File: src/rtl/res_pkg.sv
// Shared types and constants for the repeat event suppressor.
// No dependencies; imported by every module of the block.
package res_pkg;

   localparam int TABLE_SLOTS = 16;
   localparam int SLOT_W      = (TABLE_SLOTS > 1) ? $clog2(TABLE_SLOTS) : 1;
   localparam int PROBE_W     = $clog2(TABLE_SLOTS + 1);
   localparam int KEY_SHIFT   = 4;

   localparam logic [1:0] CMD_CHECK     = 2'd0;
   localparam logic [1:0] CMD_FLUSH     = 2'd1;
   localparam logic [1:0] CMD_FLUSH_ALL = 2'd2;
   localparam logic [1:0] CMD_UNUSED    = 2'd3;

   localparam logic [1:0] CSR_ENABLE    = 2'd0;
   localparam logic [1:0] CSR_WINDOW    = 2'd1;
   localparam logic [1:0] CSR_MAX_COUNT = 2'd2;

   localparam logic KIND_FINAL   = 1'b0;
   localparam logic KIND_SUMMARY = 1'b1;

   typedef struct packed {
      logic [1:0]        cmd;
      logic [31:0]       key;
      logic [31:0]       hash;
      logic [31:0]       now;
      logic [SLOT_W-1:0] start;
   } cmd_item_type;

   typedef struct packed {
      logic        enabled;
      logic [15:0] window;
      logic [15:0] max_count;
   } cfg_type;

   typedef struct packed {
      logic        item_kind;
      logic        suppress;
      logic [15:0] repeat_total;
      logic        last_of_run;
   } rsp_item_type;

endpackage

File: src/rtl/res_if.sv
// Valid/ready channel interfaces for commands and results.
// Standalone; no package needed.
interface res_req_if;
   logic        valid;
   logic        ready;
   logic [1:0]  cmd;
   logic [31:0] source_id;
   logic [31:0] message_hash;
   logic [31:0] time_seconds;

   modport source(output valid, cmd, source_id, message_hash, time_seconds, input ready);
   modport sink(input valid, cmd, source_id, message_hash, time_seconds, output ready);
endinterface

interface res_rsp_if;
   logic        valid;
   logic        ready;
   logic        item_kind;
   logic        suppress;
   logic [15:0] repeat_total;
   logic        last_of_run;

   modport source(output valid, item_kind, suppress, repeat_total, last_of_run, input ready);
   modport sink(input valid, item_kind, suppress, repeat_total, last_of_run, output ready);
endinterface

File: src/rtl/repeat_event_suppressor.sv
// Top level of the repeat event suppressor: control registers, front end,
// command queue and back end. Depends on res_pkg, res_if, res_front,
// res_queue and res_back.
//
//   channel | direction | handshake     | moves
//   req     | in        | valid/ready   | cmd, source_id, message_hash, time_seconds
//   rsp     | out       | valid/ready   | item_kind, suppress, repeat_total, last_of_run
//   csr     | in        | csr_we only   | csr_index selects register, csr_wdata
//
// The front end registers a command in F_IDLE (start slot is a key bit
// field) and queues it from F_PUSH, waiting there while the queue is full.
// The back end pops it in B_IDLE, walks the slot table one slot a cycle in
// B_PROBE (1 to 16 probes), updates a found slot in B_ACT, ends in B_FINAL;
// a bypassed check skips to B_FINAL; a flush-all walks all 16 slots in B_SWEEP.
// Synchronous reset clears all slots at once; no clearing pass is needed.
// A stalled rsp holds the back end; the front end keeps filling the queue.
module repeat_event_suppressor (
   input  logic        clock,
   input  logic        reset,
   res_req_if.sink     req,
   res_rsp_if.source   rsp,
   input  logic        csr_we,
   input  logic [1:0]  csr_index,
   input  logic [15:0] csr_wdata
);
   import res_pkg::*;

   cfg_type      cfg_ff, cfg_in;
   logic         q_push, q_full, q_pop, q_empty;
   cmd_item_type q_push_item, q_pop_item;

   // control registers; write only while the block is idle (the block does not enforce it)
   always_comb begin
      cfg_in = cfg_ff;
      if (csr_we) begin
         case (csr_index)
            CSR_ENABLE:    cfg_in.enabled   = csr_wdata[0];
            CSR_WINDOW:    cfg_in.window    = csr_wdata;
            CSR_MAX_COUNT: cfg_in.max_count = csr_wdata;
            default:       cfg_in = cfg_ff;
         endcase
      end
   end

   always_ff @(posedge clock) begin
      if (reset) begin
         cfg_ff <= '{1'b0, 16'd30, 16'd100};
      end else begin
         cfg_ff <= cfg_in;
      end
   end

   res_front u_front (
      .clock     (clock),
      .reset     (reset),
      .req       (req),
      .push      (q_push),
      .push_item (q_push_item),
      .full      (q_full)
   );

   res_queue u_queue (
      .clock     (clock),
      .reset     (reset),
      .push      (q_push),
      .push_item (q_push_item),
      .full      (q_full),
      .pop       (q_pop),
      .pop_item  (q_pop_item),
      .empty     (q_empty)
   );

   res_back u_back (
      .clock    (clock),
      .reset    (reset),
      .cfg      (cfg_ff),
      .pop      (q_pop),
      .pop_item (q_pop_item),
      .empty    (q_empty),
      .rsp      (rsp)
   );

endmodule

File: src/rtl/res_queue.sv
// Two-entry command queue between front end and back end.
// Depends on res_pkg.
module res_queue (
   input  logic                  clock,
   input  logic                  reset,
   input  logic                  push,
   input  res_pkg::cmd_item_type push_item,
   output logic                  full,
   input  logic                  pop,
   output res_pkg::cmd_item_type pop_item,
   output logic                  empty
);
   import res_pkg::*;

   cmd_item_type mem_ff [2];
   logic         wr_ptr_ff, wr_ptr_in;
   logic         rd_ptr_ff, rd_ptr_in;
   logic [1:0]   count_ff, count_in;

   assign full     = (count_ff == 2'd2);
   assign empty    = (count_ff == 2'd0);
   assign pop_item = mem_ff[rd_ptr_ff];

   always_comb begin
      wr_ptr_in = wr_ptr_ff ^ (push & ~full);
      rd_ptr_in = rd_ptr_ff ^ (pop & ~empty);
      count_in  = count_ff + 2'(push & ~full) - 2'(pop & ~empty);
   end

   always_ff @(posedge clock) begin
      if (reset) begin
         wr_ptr_ff <= 1'b0;
         rd_ptr_ff <= 1'b0;
         count_ff  <= 2'd0;
      end else begin
         wr_ptr_ff <= wr_ptr_in;
         rd_ptr_ff <= rd_ptr_in;
         count_ff  <= count_in;
      end
   end

   always_ff @(posedge clock) begin
      if (push && !full) begin
         mem_ff[wr_ptr_ff] <= push_item;
      end
   end

endmodule

File: src/rtl/res_front.sv
// Front end: takes commands, works out the probe start slot, queues them.
// Depends on res_pkg and res_if.
module res_front (
   input  logic                  clock,
   input  logic                  reset,
   res_req_if.sink               req,
   output logic                  push,
   output res_pkg::cmd_item_type push_item,
   input  logic                  full
);
   import res_pkg::*;

   typedef enum logic [1:0] {
      F_IDLE = 2'b01,
      F_PUSH = 2'b10
   } fstate_type;

   fstate_type   state_ff, state_in;
   cmd_item_type item_ff, item_in;

   assign req.ready = (state_ff == F_IDLE);
   assign push      = (state_ff == F_PUSH);
   assign push_item = item_ff;

   always_comb begin
      state_in = state_ff;
      item_in  = item_ff;
      unique case (state_ff)
         F_IDLE: begin
            if (req.valid) begin
               item_in.cmd  = req.cmd;
               item_in.key  = req.source_id;
               item_in.hash = req.message_hash;
               item_in.now  = req.time_seconds;
               // slot count is a power of two: the start slot is a bit field of the key
               item_in.start = SLOT_W'((req.source_id >> KEY_SHIFT) % TABLE_SLOTS);
               state_in      = F_PUSH;
            end
         end
         F_PUSH: begin
            if (!full) begin
               state_in = F_IDLE;
            end
         end
         default: state_in = F_IDLE;
      endcase
   end

   always_ff @(posedge clock) begin
      if (reset) begin
         state_ff <= F_IDLE;
      end else begin
         state_ff <= state_in;
      end
   end

   always_ff @(posedge clock) begin
      item_ff <= item_in;
   end

endmodule

File: src/rtl/res_back.sv
// Back end: slot table, probe/flush sequencer and result output register.
// Depends on res_pkg and res_if.
module res_back (
   input  logic                  clock,
   input  logic                  reset,
   input  res_pkg::cfg_type      cfg,
   output logic                  pop,
   input  res_pkg::cmd_item_type pop_item,
   input  logic                  empty,
   res_rsp_if.source             rsp
);
   import res_pkg::*;

   typedef enum logic [4:0] {
      B_IDLE  = 5'b00001,
      B_PROBE = 5'b00010,
      B_ACT   = 5'b00100,
      B_SWEEP = 5'b01000,
      B_FINAL = 5'b10000
   } bstate_type;

   logic [31:0] slot_src_ff  [TABLE_SLOTS];
   logic [31:0] slot_hash_ff [TABLE_SLOTS];
   logic [15:0] slot_rep_ff  [TABLE_SLOTS];
   logic [31:0] slot_time_ff [TABLE_SLOTS];

   bstate_type         state_ff, state_in;
   cmd_item_type       cur_ff, cur_in;
   logic [SLOT_W-1:0]  ptr_ff, ptr_in;
   logic [PROBE_W-1:0] probes_ff, probes_in;
   logic               sup_ff, sup_in;
   logic               rsp_valid_ff, rsp_valid_in;
   rsp_item_type       rsp_item_ff, rsp_item_in;

   logic        wr_en;
   logic [31:0] wr_src, wr_hash, wr_time;
   logic [15:0] wr_rep;
   logic [31:0] rd_src, rd_hash, rd_time, age;
   logic [15:0] rd_rep;
   logic        out_free, emit, last_slot, need;

   assign rd_src  = slot_src_ff[ptr_ff];
   assign rd_hash = slot_hash_ff[ptr_ff];
   assign rd_rep  = slot_rep_ff[ptr_ff];
   assign rd_time = slot_time_ff[ptr_ff];
   assign age     = cur_ff.now - rd_time;

   assign out_free  = !rsp_valid_ff || rsp.ready;
   assign last_slot = (ptr_ff == SLOT_W'(TABLE_SLOTS - 1));
   assign need      = (rd_src != 32'd0) && (rd_rep > 16'd1);

   assign rsp.valid        = rsp_valid_ff;
   assign rsp.item_kind    = rsp_item_ff.item_kind;
   assign rsp.suppress     = rsp_item_ff.suppress;
   assign rsp.repeat_total = rsp_item_ff.repeat_total;
   assign rsp.last_of_run  = rsp_item_ff.last_of_run;

   always_comb begin
      state_in    = state_ff;
      cur_in      = cur_ff;
      ptr_in      = ptr_ff;
      probes_in   = probes_ff;
      sup_in      = sup_ff;
      pop         = 1'b0;
      emit        = 1'b0;
      rsp_item_in = rsp_item_ff;
      wr_en       = 1'b0;
      wr_src      = rd_src;
      wr_hash     = rd_hash;
      wr_rep      = rd_rep;
      wr_time     = rd_time;
      unique case (state_ff)
         B_IDLE: begin
            if (!empty) begin
               pop       = 1'b1;
               cur_in    = pop_item;
               sup_in    = 1'b0;
               ptr_in    = pop_item.start;
               probes_in = '0;
               case (pop_item.cmd)
                  CMD_CHECK: state_in = (cfg.enabled && pop_item.key != 32'd0) ?
                                        B_PROBE : B_FINAL;
                  CMD_FLUSH: state_in = (pop_item.key != 32'd0) ? B_PROBE : B_FINAL;
                  CMD_FLUSH_ALL: begin
                     ptr_in   = '0;
                     state_in = B_SWEEP;
                  end
                  default: state_in = B_FINAL;
               endcase
            end
         end
         B_PROBE: begin
            if (rd_src == cur_ff.key) begin
               state_in = B_ACT;
            end else if (rd_src == 32'd0) begin
               if (cur_ff.cmd == CMD_CHECK) begin
                  // claim the empty slot; ACT then starts a new run in it
                  wr_en    = 1'b1;
                  wr_src   = cur_ff.key;
                  wr_hash  = '0;
                  wr_rep   = '0;
                  wr_time  = '0;
                  state_in = B_ACT;
               end else begin
                  state_in = B_FINAL;
               end
            end else if (probes_ff == PROBE_W'(TABLE_SLOTS - 1)) begin
               state_in = B_FINAL;
            end else begin
               ptr_in    = last_slot ? '0 : ptr_ff + 1'b1;
               probes_in = probes_ff + 1'b1;
            end
         end
         B_ACT: begin
            if (out_free) begin
               wr_en    = 1'b1;
               state_in = B_FINAL;
               rsp_item_in = '{KIND_SUMMARY, 1'b0, rd_rep, 1'b0};
               if (cur_ff.cmd == CMD_CHECK) begin
                  if (rd_rep != 16'd0 && rd_hash == cur_ff.hash) begin
                     if (age >= {16'd0, cfg.window} || rd_rep >= cfg.max_count) begin
                        emit    = 1'b1;
                        wr_rep  = '0;
                        wr_time = cur_ff.now;
                     end else begin
                        wr_rep = rd_rep + 16'd1;
                        sup_in = 1'b1;
                     end
                  end else begin
                     emit    = (rd_rep != 16'd0);
                     wr_hash = cur_ff.hash;
                     wr_rep  = 16'd1;
                     wr_time = cur_ff.now;
                  end
               end else begin
                  emit = (rd_rep > 16'd1);
                  rsp_item_in.repeat_total = rd_rep - 16'd1;
                  wr_rep = '0;
               end
            end
         end
         B_SWEEP: begin
            if (!need || out_free) begin
               if (need) begin
                  emit        = 1'b1;
                  rsp_item_in = '{KIND_SUMMARY, 1'b0, rd_rep - 16'd1, 1'b0};
                  wr_en       = 1'b1;
                  wr_rep      = '0;
               end
               if (last_slot) begin
                  state_in = B_FINAL;
               end else begin
                  ptr_in = ptr_ff + 1'b1;
               end
            end
         end
         B_FINAL: begin
            if (out_free) begin
               emit        = 1'b1;
               rsp_item_in = '{KIND_FINAL, sup_ff, 16'd0, 1'b1};
               state_in    = B_IDLE;
            end
         end
         default: state_in = B_IDLE;
      endcase
      if (emit) begin
         rsp_valid_in = 1'b1;
      end else begin
         rsp_valid_in = rsp_valid_ff && !rsp.ready;
      end
   end

   always_ff @(posedge clock) begin
      if (reset) begin
         state_ff     <= B_IDLE;
         rsp_valid_ff <= 1'b0;
         for (int i = 0; i < TABLE_SLOTS; i++) begin
            slot_src_ff[i]  <= '0;
            slot_hash_ff[i] <= '0;
            slot_rep_ff[i]  <= '0;
            slot_time_ff[i] <= '0;
         end
      end else begin
         state_ff     <= state_in;
         rsp_valid_ff <= rsp_valid_in;
         if (wr_en) begin
            slot_src_ff[ptr_ff]  <= wr_src;
            slot_hash_ff[ptr_ff] <= wr_hash;
            slot_rep_ff[ptr_ff]  <= wr_rep;
            slot_time_ff[ptr_ff] <= wr_time;
         end
      end
   end

   always_ff @(posedge clock) begin
      cur_ff      <= cur_in;
      ptr_ff      <= ptr_in;
      probes_ff   <= probes_in;
      sup_ff      <= sup_in;
      rsp_item_ff <= rsp_item_in;
   end

endmodule

File: src/flat_wrapper.sv
// flat-port wrapper written by rule: the top's interface ports become plain ports
module repeat_event_suppressor_flat import res_pkg::*;
  (clock, reset, csr_we, csr_index, csr_wdata, req_valid, req_cmd, req_source_id, req_message_hash, req_time_seconds, req_ready, rsp_valid, rsp_item_kind, rsp_suppress, rsp_repeat_total, rsp_last_of_run, rsp_ready);
  res_req_if req_i ();
  res_rsp_if rsp_i ();
  input  logic clock;
  input  logic reset;
  input  logic csr_we;
  input  logic [1:0] csr_index;
  input  logic [15:0] csr_wdata;
  input wire logic [$bits(req_i.valid)-1:0] req_valid;
  input wire logic [$bits(req_i.cmd)-1:0] req_cmd;
  input wire logic [$bits(req_i.source_id)-1:0] req_source_id;
  input wire logic [$bits(req_i.message_hash)-1:0] req_message_hash;
  input wire logic [$bits(req_i.time_seconds)-1:0] req_time_seconds;
  output wire logic [$bits(req_i.ready)-1:0] req_ready;
  output wire logic [$bits(rsp_i.valid)-1:0] rsp_valid;
  output wire logic [$bits(rsp_i.item_kind)-1:0] rsp_item_kind;
  output wire logic [$bits(rsp_i.suppress)-1:0] rsp_suppress;
  output wire logic [$bits(rsp_i.repeat_total)-1:0] rsp_repeat_total;
  output wire logic [$bits(rsp_i.last_of_run)-1:0] rsp_last_of_run;
  input wire logic [$bits(rsp_i.ready)-1:0] rsp_ready;
  assign req_i.valid = req_valid;
  assign req_i.cmd = req_cmd;
  assign req_i.source_id = req_source_id;
  assign req_i.message_hash = req_message_hash;
  assign req_i.time_seconds = req_time_seconds;
  assign req_ready = req_i.ready;
  assign rsp_valid = rsp_i.valid;
  assign rsp_item_kind = rsp_i.item_kind;
  assign rsp_suppress = rsp_i.suppress;
  assign rsp_repeat_total = rsp_i.repeat_total;
  assign rsp_last_of_run = rsp_i.last_of_run;
  assign rsp_i.ready = rsp_ready;
  repeat_event_suppressor u_core (.clock(clock), .reset(reset), .req(req_i), .rsp(rsp_i), .csr_we(csr_we), .csr_index(csr_index), .csr_wdata(csr_wdata));
endmodule
File: config.mk
export PLATFORM = sky130hd
export DESIGN_NAME = repeat_event_suppressor_flat
export DESIGN_NICKNAME = d
export VERILOG_FILES = /design/src/rtl/res_pkg.sv /design/src/rtl/res_if.sv /design/src/rtl/repeat_event_suppressor.sv /design/src/rtl/res_queue.sv /design/src/rtl/res_front.sv /design/src/rtl/res_back.sv /design/src/flat_wrapper.sv
export SDC_FILE = /design/constraint.sdc
export NUM_CORES = 2
export LEC_CHECK = 0
export ABC_AREA = 1
export BUFFER_PORTS_ARGS = -buffer_cell sky130_fd_sc_hd__buf_2
export CAP_MARGIN = 20
export CORE_MARGIN = 2
export CORE_UTILIZATION = 50
export CTS_BUF_LIST = sky130_fd_sc_hd__clkbuf_8 sky130_fd_sc_hd__clkbuf_16
export DETAILED_ROUTE_END_ITERATION = 8
export MAX_ROUTING_LAYER = met4
export PLACE_DENSITY = 0.72
export SYNTH_ARGS = -nofsm -noshare
export SYNTH_HDL_FRONTEND = slang
export SYNTH_SLANG_ARGS = --single-unit
File: constraint.sdc
create_clock -name clock -period 7.4 [get_ports clock]
set_input_delay 1.11 -clock clock [delete_from_list [all_inputs] [get_ports clock]]
set_output_delay 1.11 -clock clock [all_outputs]
set_load 0.02 [all_outputs]
# Yosys cells after proc, flatten, opt, wreduce, memory -nomap -nowiden
# Memories as Yosys holds them, arrays and structs flattened. A register that Yosys moved wholly into a read port is not among the register bits.
# Index checks and enable logic that the tools add are counted.
# classes
add_sub_neg,7
n_lt_le_gt_ge,3
eq_ne,32
muxes,110
bitwise_logic,10
reduce_logical,39
# ops
op,count
2-to-1 mux 32 bit,20
2-to-1 mux 16 bit,11
case mux 32 bit (2 select lines),2
OR reduction 32 bit,3
2-to-1 mux 19 bit,4
2-to-1 mux 5 bit,15
equality test 32 bit,2
2-to-1 mux 4 bit,16
nonzero test 32 bit,2
case mux 19 bit (3 select lines),1
case mux 16 bit (3 select lines),1
greater-or-equal comparator 32 x 16 -> 1 bit,1
zero test 32 bit,1
subtractor 32 bit,1
2-to-1 mux 1 bit,30
"!= test 2 bit, second input constant",15
case mux 5 bit (5 select lines),1
"adder 16 x 1 -> 16 bit, second input constant",1
greater-or-equal comparator 16 bit,1
"> comparator 16 x 1 -> 1 bit, second input constant",1
nonzero test 16 bit,1
OR reduction 16 bit,1
"subtractor 16 x 1 -> 16 bit, second input constant",1
case mux 5 bit (3 select lines),1
other kinds (34),68
# totals
regBits,274
mem_bits_rw,1996
input_bits,121
out_inout_bits,21
elab_cells,231
memories,5
# mem_list
memory,words,width,rd,rd_ports_with_merged_regs,write_ports,line,text
u_core.u_back.slot_hash_ff,16,32,1,1,16,res_back.sv:23,logic [31:0] slot_hash_ff [TABLE_SLOTS];
u_core.u_back.slot_src_ff,16,32,1,1,16,res_back.sv:22,logic [31:0] slot_src_ff [TABLE_SLOTS];
u_core.u_back.slot_time_ff,16,32,1,1,16,res_back.sv:25,logic [31:0] slot_time_ff [TABLE_SLOTS];
u_core.u_back.slot_rep_ff,16,16,1,1,16,res_back.sv:24,logic [15:0] slot_rep_ff [TABLE_SLOTS];
u_core.u_queue.mem_ff,2,102,1,1,1,res_queue.sv:15,cmd_item_type mem_ff [2];

# Longest topological paths before layout
# logic_depth
ltp_word,11
mapped_depth,43
mapped_depth_nobuf,35

# By module
# Synthesis repeated with hierarchy kept, for this count alone.
# unflattened
hier_cells,10410
area_unflattened_um2,106562.2
# modules_own_cells
module,instances,cells_per_inst,area_each_um2,seq_area_each_um2
res_back,1,9739,94295.4,57825.5
res_queue,1,353,7842.5,6206.0
res_front,1,116,3070.4,2982.9
repeat_event_suppressor,1,202,1353.8,660.6

# Least setup slack after synthesis
# Ideal clock, no wire load.
# synth_path
path_type,register to register
from,reg u_core.u_back.state_ff[2]
to,reg u_core.u_queue.count_ff[1]
setup_ns,0.070
arrival_ns,6.989
required_time_ns,7.330
path_slack_ns,0.341
stages_incl_launch_ff,10
n_path_buf,0
period_less_slack_ns,7.059
path_cell_list,dfxtp_1 > nor2_1 > nand4_1 > a21oi_1 > ha_1 > inv_1 > ha_1 > xor2_1 > o21ai_0 > a21oi_1
# synth_via
elab_chain_len,4
# synth_lines
item,line,text
"start, declared",res_back.sv:27,"bstate_type state_ff, state_in;"
"start signal, assigned",res_back.sv:184,state_ff <= state_in;
equality test 5 x 1 -> 1 bit,res_back.sv:72,unique case (state_ff)
2-to-1 mux 1 bit,res_back.sv:72,
named net u_core.q_pop,repeat_event_suppressor.sv:29,"logic q_push, q_full, q_pop, q_empty;"
bitwise AND 1 x 2 -> 2 bit,res_queue.sv:27,count_in = count_ff + 2'(push & ~full) - 2'(pop & ~empty);
subtractor 2 bit,res_queue.sv:27,
"end signal, assigned",res_queue.sv:38,count_ff <= count_in;
"end, declared",res_queue.sv:18,"logic [1:0] count_ff, count_in;"
# The timed path passes the listed nets, and every way through them passes these cells.
# A chain may end at the register's enable or synchronous reset.

==> metrics.md <==
| Metric | Value |
|---|---|
| Yosys top cell area share | `~63%` |
| Final worst clock skew | `0.0738 ns` |
| Pwr Density | `418 nW/µm²` |
| Final period demand of the worst path | `6.87 ns` |
| DRC Markers | `0` |
| Max-slew violations | `0` |
| Worst hold start | `req_source_id[4]` |
| Clk pin slew, worst setup/hold paths | `0.06 ns` |
| Final instance area | `116000 µm²` |
| Largest net degree at the start of global routing | `about 210` |
| Internal power | `26.8 mW` |
| Ports | `142` |
| Hold slack | `0.369 ns` |
| Via count | `82100` |
| DIE AREA | `between 200000 and 250000 µm²` |
| Drt pass-1 iters | `9` |
| CTS Buf Count | `between 200 and 250` |
| Tot GR Track Use | `a little under a third` |
| Number of synthesized flops with an enable pin | `2213` |
| Worst reg-to-reg path cell count | `23` |
| Placed Instances | `13300` |
| Total wire length | `334000 µm` |
| #FFs+latches synth | `2262` |
| Status | `finished, final reports clean` |
| Initial antenna violation count | `13` |
| Synth area leader | `edfxtp_1` |
| RSZ-0062 raised after global routing | `no` |
| Post-DRT Antenna Nets | `0` |
| CTS tree | `done` |
| Total congestion overflow | `0` |
| Wirelength per Cell | `24.4 µm` |
| Peak supply drop | `0.000352 V` |
| Post-CTS Setup Repair Bufs | `0` |
| R2r endpoint | `u_core.u_back.slot_src_ff[9][19]` |
| Clk root buf | `clkbuf_16` |
| Switching share of power | `44.9%` |
| Vias per cell | `5.99` |
| Crit share post-route | `92.9%` |
| Placed Area | `109000 µm²` |
| Global-route wire length before repair | `494000 µm` |
| Final setup fails | `0` |
| Met2 Usage GRT | `about 48%` |
| Mapped Avg Cell Area | `9.68 µm²` |
| Clock tree buffer depth | `3` |
| Rows | `about 170` |
| Critical Path RT | `a little under 8 ns` |
| IO buf count | `141` |
| CORE AREA | `210000 µm²` |
| Slew @ Worst Pin | `1.24 ns` |
| Hold depth | `1` |
| R2R Setup Slk | `~0.53 ns` |
| Worst Hold Path EP | `u_core.u_front.push_item[72]` |
| Hold Vio Cnt, Final | `0` |
| Met3 Use GR | `6.90%` |
| Post-route insts no fill | `13700` |
| WP data arrival | `7.39 ns` |
| Die Y-Extent | `463 µm` |
| Max_slew headroom | `17.3%` |
| Max Clk Rate | `roughly 150 MHz` |
| M1 GR Usage | `40.1%` |
| Die X-Extent | `463 µm` |
| Vias in the first global route | `78500` |
| Logic pwr share | `45.2%` |
| Kind of path behind the tightest hold check | `primary input to flop` |
| Clk sinks | `~2300` |
| Synth Cell Area | `105000 µm²` |
| Clk pwr share | `22.9%` |
| Area delta synth->final | `10.4%` |
| Leakage | `47.0 nW` |
| Busiest grt layer | `met2` |
| Post-synth ARST share | `0%` |
| CP Capture Type | `flop` |
| Netlist cell types | `45` |
| Post-synth top flop | `edfxtp_1` |
| P_sw | `21.8 mW` |
| Most area-consuming cells after synthesis | `edfxtp_1 63%, nand2_1 8.2%, nor2_1 8.2%, nand3_1 3.5%, o21ai_0 2.9%` |
| Post-synthesis net count | `approximately 11000` |
| Post-CTS Hold Fix Bufs | `0` |
| DR iter-0 viols | `12400` |
| RD Place Congestion | `0.953` |
| Post-synthesis sequential area ratio | `between 60% and 70%` |
| Maxcap violations | `0` |
| Yosys warnings | `0` |
| Post-layout util | `approximately 55%` |
| Crit-path max FO | `about 190` |
| Crit start category | `flop` |
| Seq pwr share | `31.9%` |
| Share of cells above drive strength 1 | `7.63%` |
| Post-DP HPWL | `181000 µm` |
| CP Class | `flop to flop` |
| Fin nets | `10900` |
| Setup TNS Final | `0 ns` |
| Syn Inst Count | `10900` |
| Clk Latency, worst-skew pair | `0.92 ns` |
| Cts repair resizes | `0` |
| Htree depth | `4` |
| Starting Density | `50.3%` |
worst max-delay path, cell delays in order (launching register included):
cell	delay [ns]
dfxtp_4	0.43
buf_12	0.50
buf_4	0.84
nor2_1	0.13
nor2_1	0.13
o21ai_0	0.09
nand3_1	0.10
nand3_1	0.16
nand2_1	0.27
inv_2	0.06
nand2_1	0.10
nor2_1	0.06
nand2_1	0.14
nor2_1	0.10
nand2_2	0.37
nand3_1	0.23
nand2_1	0.11
nand2_1	0.11
nand2_1	0.14
nand2_1	0.19
inv_2	0.48
nand3_4	0.47
nand2_4	0.20
buf_4	0.74
logic make-up after synthesis:
kind of cell    synth area share [%]
simple gates                    20.7
compound gates                  7.80
buf+inv                         6.28
flops                           64.0
xor+xnor                       0.241
fa+ha+maj                      0.958
layout make-up:
cell class | count | area [µm²]
Antenna cell | 12 | 30.0
Clock buffer | 230 | 5710
Tap cell | 2805 | 3510
Timing Repair Buffer | 385 | 3400
Inverter | 821 | 3110
Multi-Input combinational cell | 7005 | 31600
Sequential cell | 2262 | 67500
Fill cell | 17600 | 93300
Clock inverter | 183 | 1420
Yosys cell counts (2+ instances only):
cell type / count
buf_2: 284
o21bai_1: 5
nor3_1: 22
buf_4: 15
o21ai_0: 609
ha_1: 79
clkbuf_1: 395
a21oi_2: 29
o221ai_1: 96
nor4_1: 11
o21a_1: 3
xor2_1: 25
dfxtp_1: 49
nand2_2: 3
o31ai_1: 2
inv_2: 30
a211oi_1: 3
clkinv_1: 4
nand3_1: 734
nand3_4: 8
buf_1: 73
edfxtp_1: 2213
inv_1: 787
nand3b_1: 7
and2_1: 4
xnor2_1: 4
nand2_1: 2298
nor2_1: 2288
o211ai_1: 163
nor2_2: 6
nand4_1: 53
or2_2: 10
o21ai_1: 14
nor3b_1: 2
a31oi_1: 4
o22ai_1: 50
buf_6: 20
a21oi_1: 466
nand3_2: 2
how the worst max path moves through the flow:
stage / from / to / slack [ns] / cells past startpoint
finish: flop / u_core.u_back.slot_src_ff[9][19] / 0.53 / 23
global route: flop / u_core.u_back.slot_src_ff[9][10] / 0.26 / 23
CTS: flop / u_core.u_back.slot_hash_ff[9][3] / 0.78 / 23
detailed placement: flop / u_core.u_back.slot_hash_ff[9][6] / 0.76 / 23
global placement: flop / u_core.u_back.slot_hash_ff[9][11] / 0.87 / 23
floorplan: u_core.u_back.state_ff[2] / u_core.u_queue.count_ff[1] / 0.34 / 9
cell usage in the layout (no fill, tap or decap), types with 44 or more instances in the layout:
cell	instances
inv_1	834
o211ai_1	163
nor2_1	2285
o221ai_1	96
edfxtp_1	2213
buf_12	69
o21ai_0	607
buf_4	174
dfxtp_1	44
clkbuf_16	226
nand4_1	53
a21oi_1	465
buf_2	141
nand2_1	2282
o22ai_1	50
clkinv_2	46
clkinv_1	51
ha_1	77
nand3_1	728
per-stage QoR:
step,worst slack (ns),power [mW]
global placement,0.871,36.5
floorplan,0.341,29.9
global route,0.262,51.0
finish,0.525,48.6
CTS,0.782,47.9
detailed placement,0.758,36.9
registers in the layout, summed over array words and instances (netlist names), 33 cells and up, named ones only:
signal,flops
u_core.u_back.cur_ff,98
u_core.u_back.slot_src_ff,512
u_core.u_back.slot_time_ff,512
u_core.u_back.slot_hash_ff,512
u_core.u_queue.mem_ff,196
u_core.cfg_ff,33
u_core.u_front.push_item,98
u_core.u_back.slot_rep_ff,256
per-layer routing:
layer / up-vias / part of all wire, %
met2: 6002 / 46
li1: 36100 / -
met1: 38900 / 36
met4: 0 / 4.8
met3: 1108 / 14
met5: - / 0
power by group through the flow:
stage	Combinational [mW]	Clock, mW	Sequential (mW)
finish	22.0	11.1	15.5
global placement	20.8	0	15.7
CTS	21.3	11.2	15.5
global route	23.8	11.7	15.6
detailed placement	21.2	0	15.8
floorplan	14.3	0	15.5
Power figures use the tool's default switching activity.
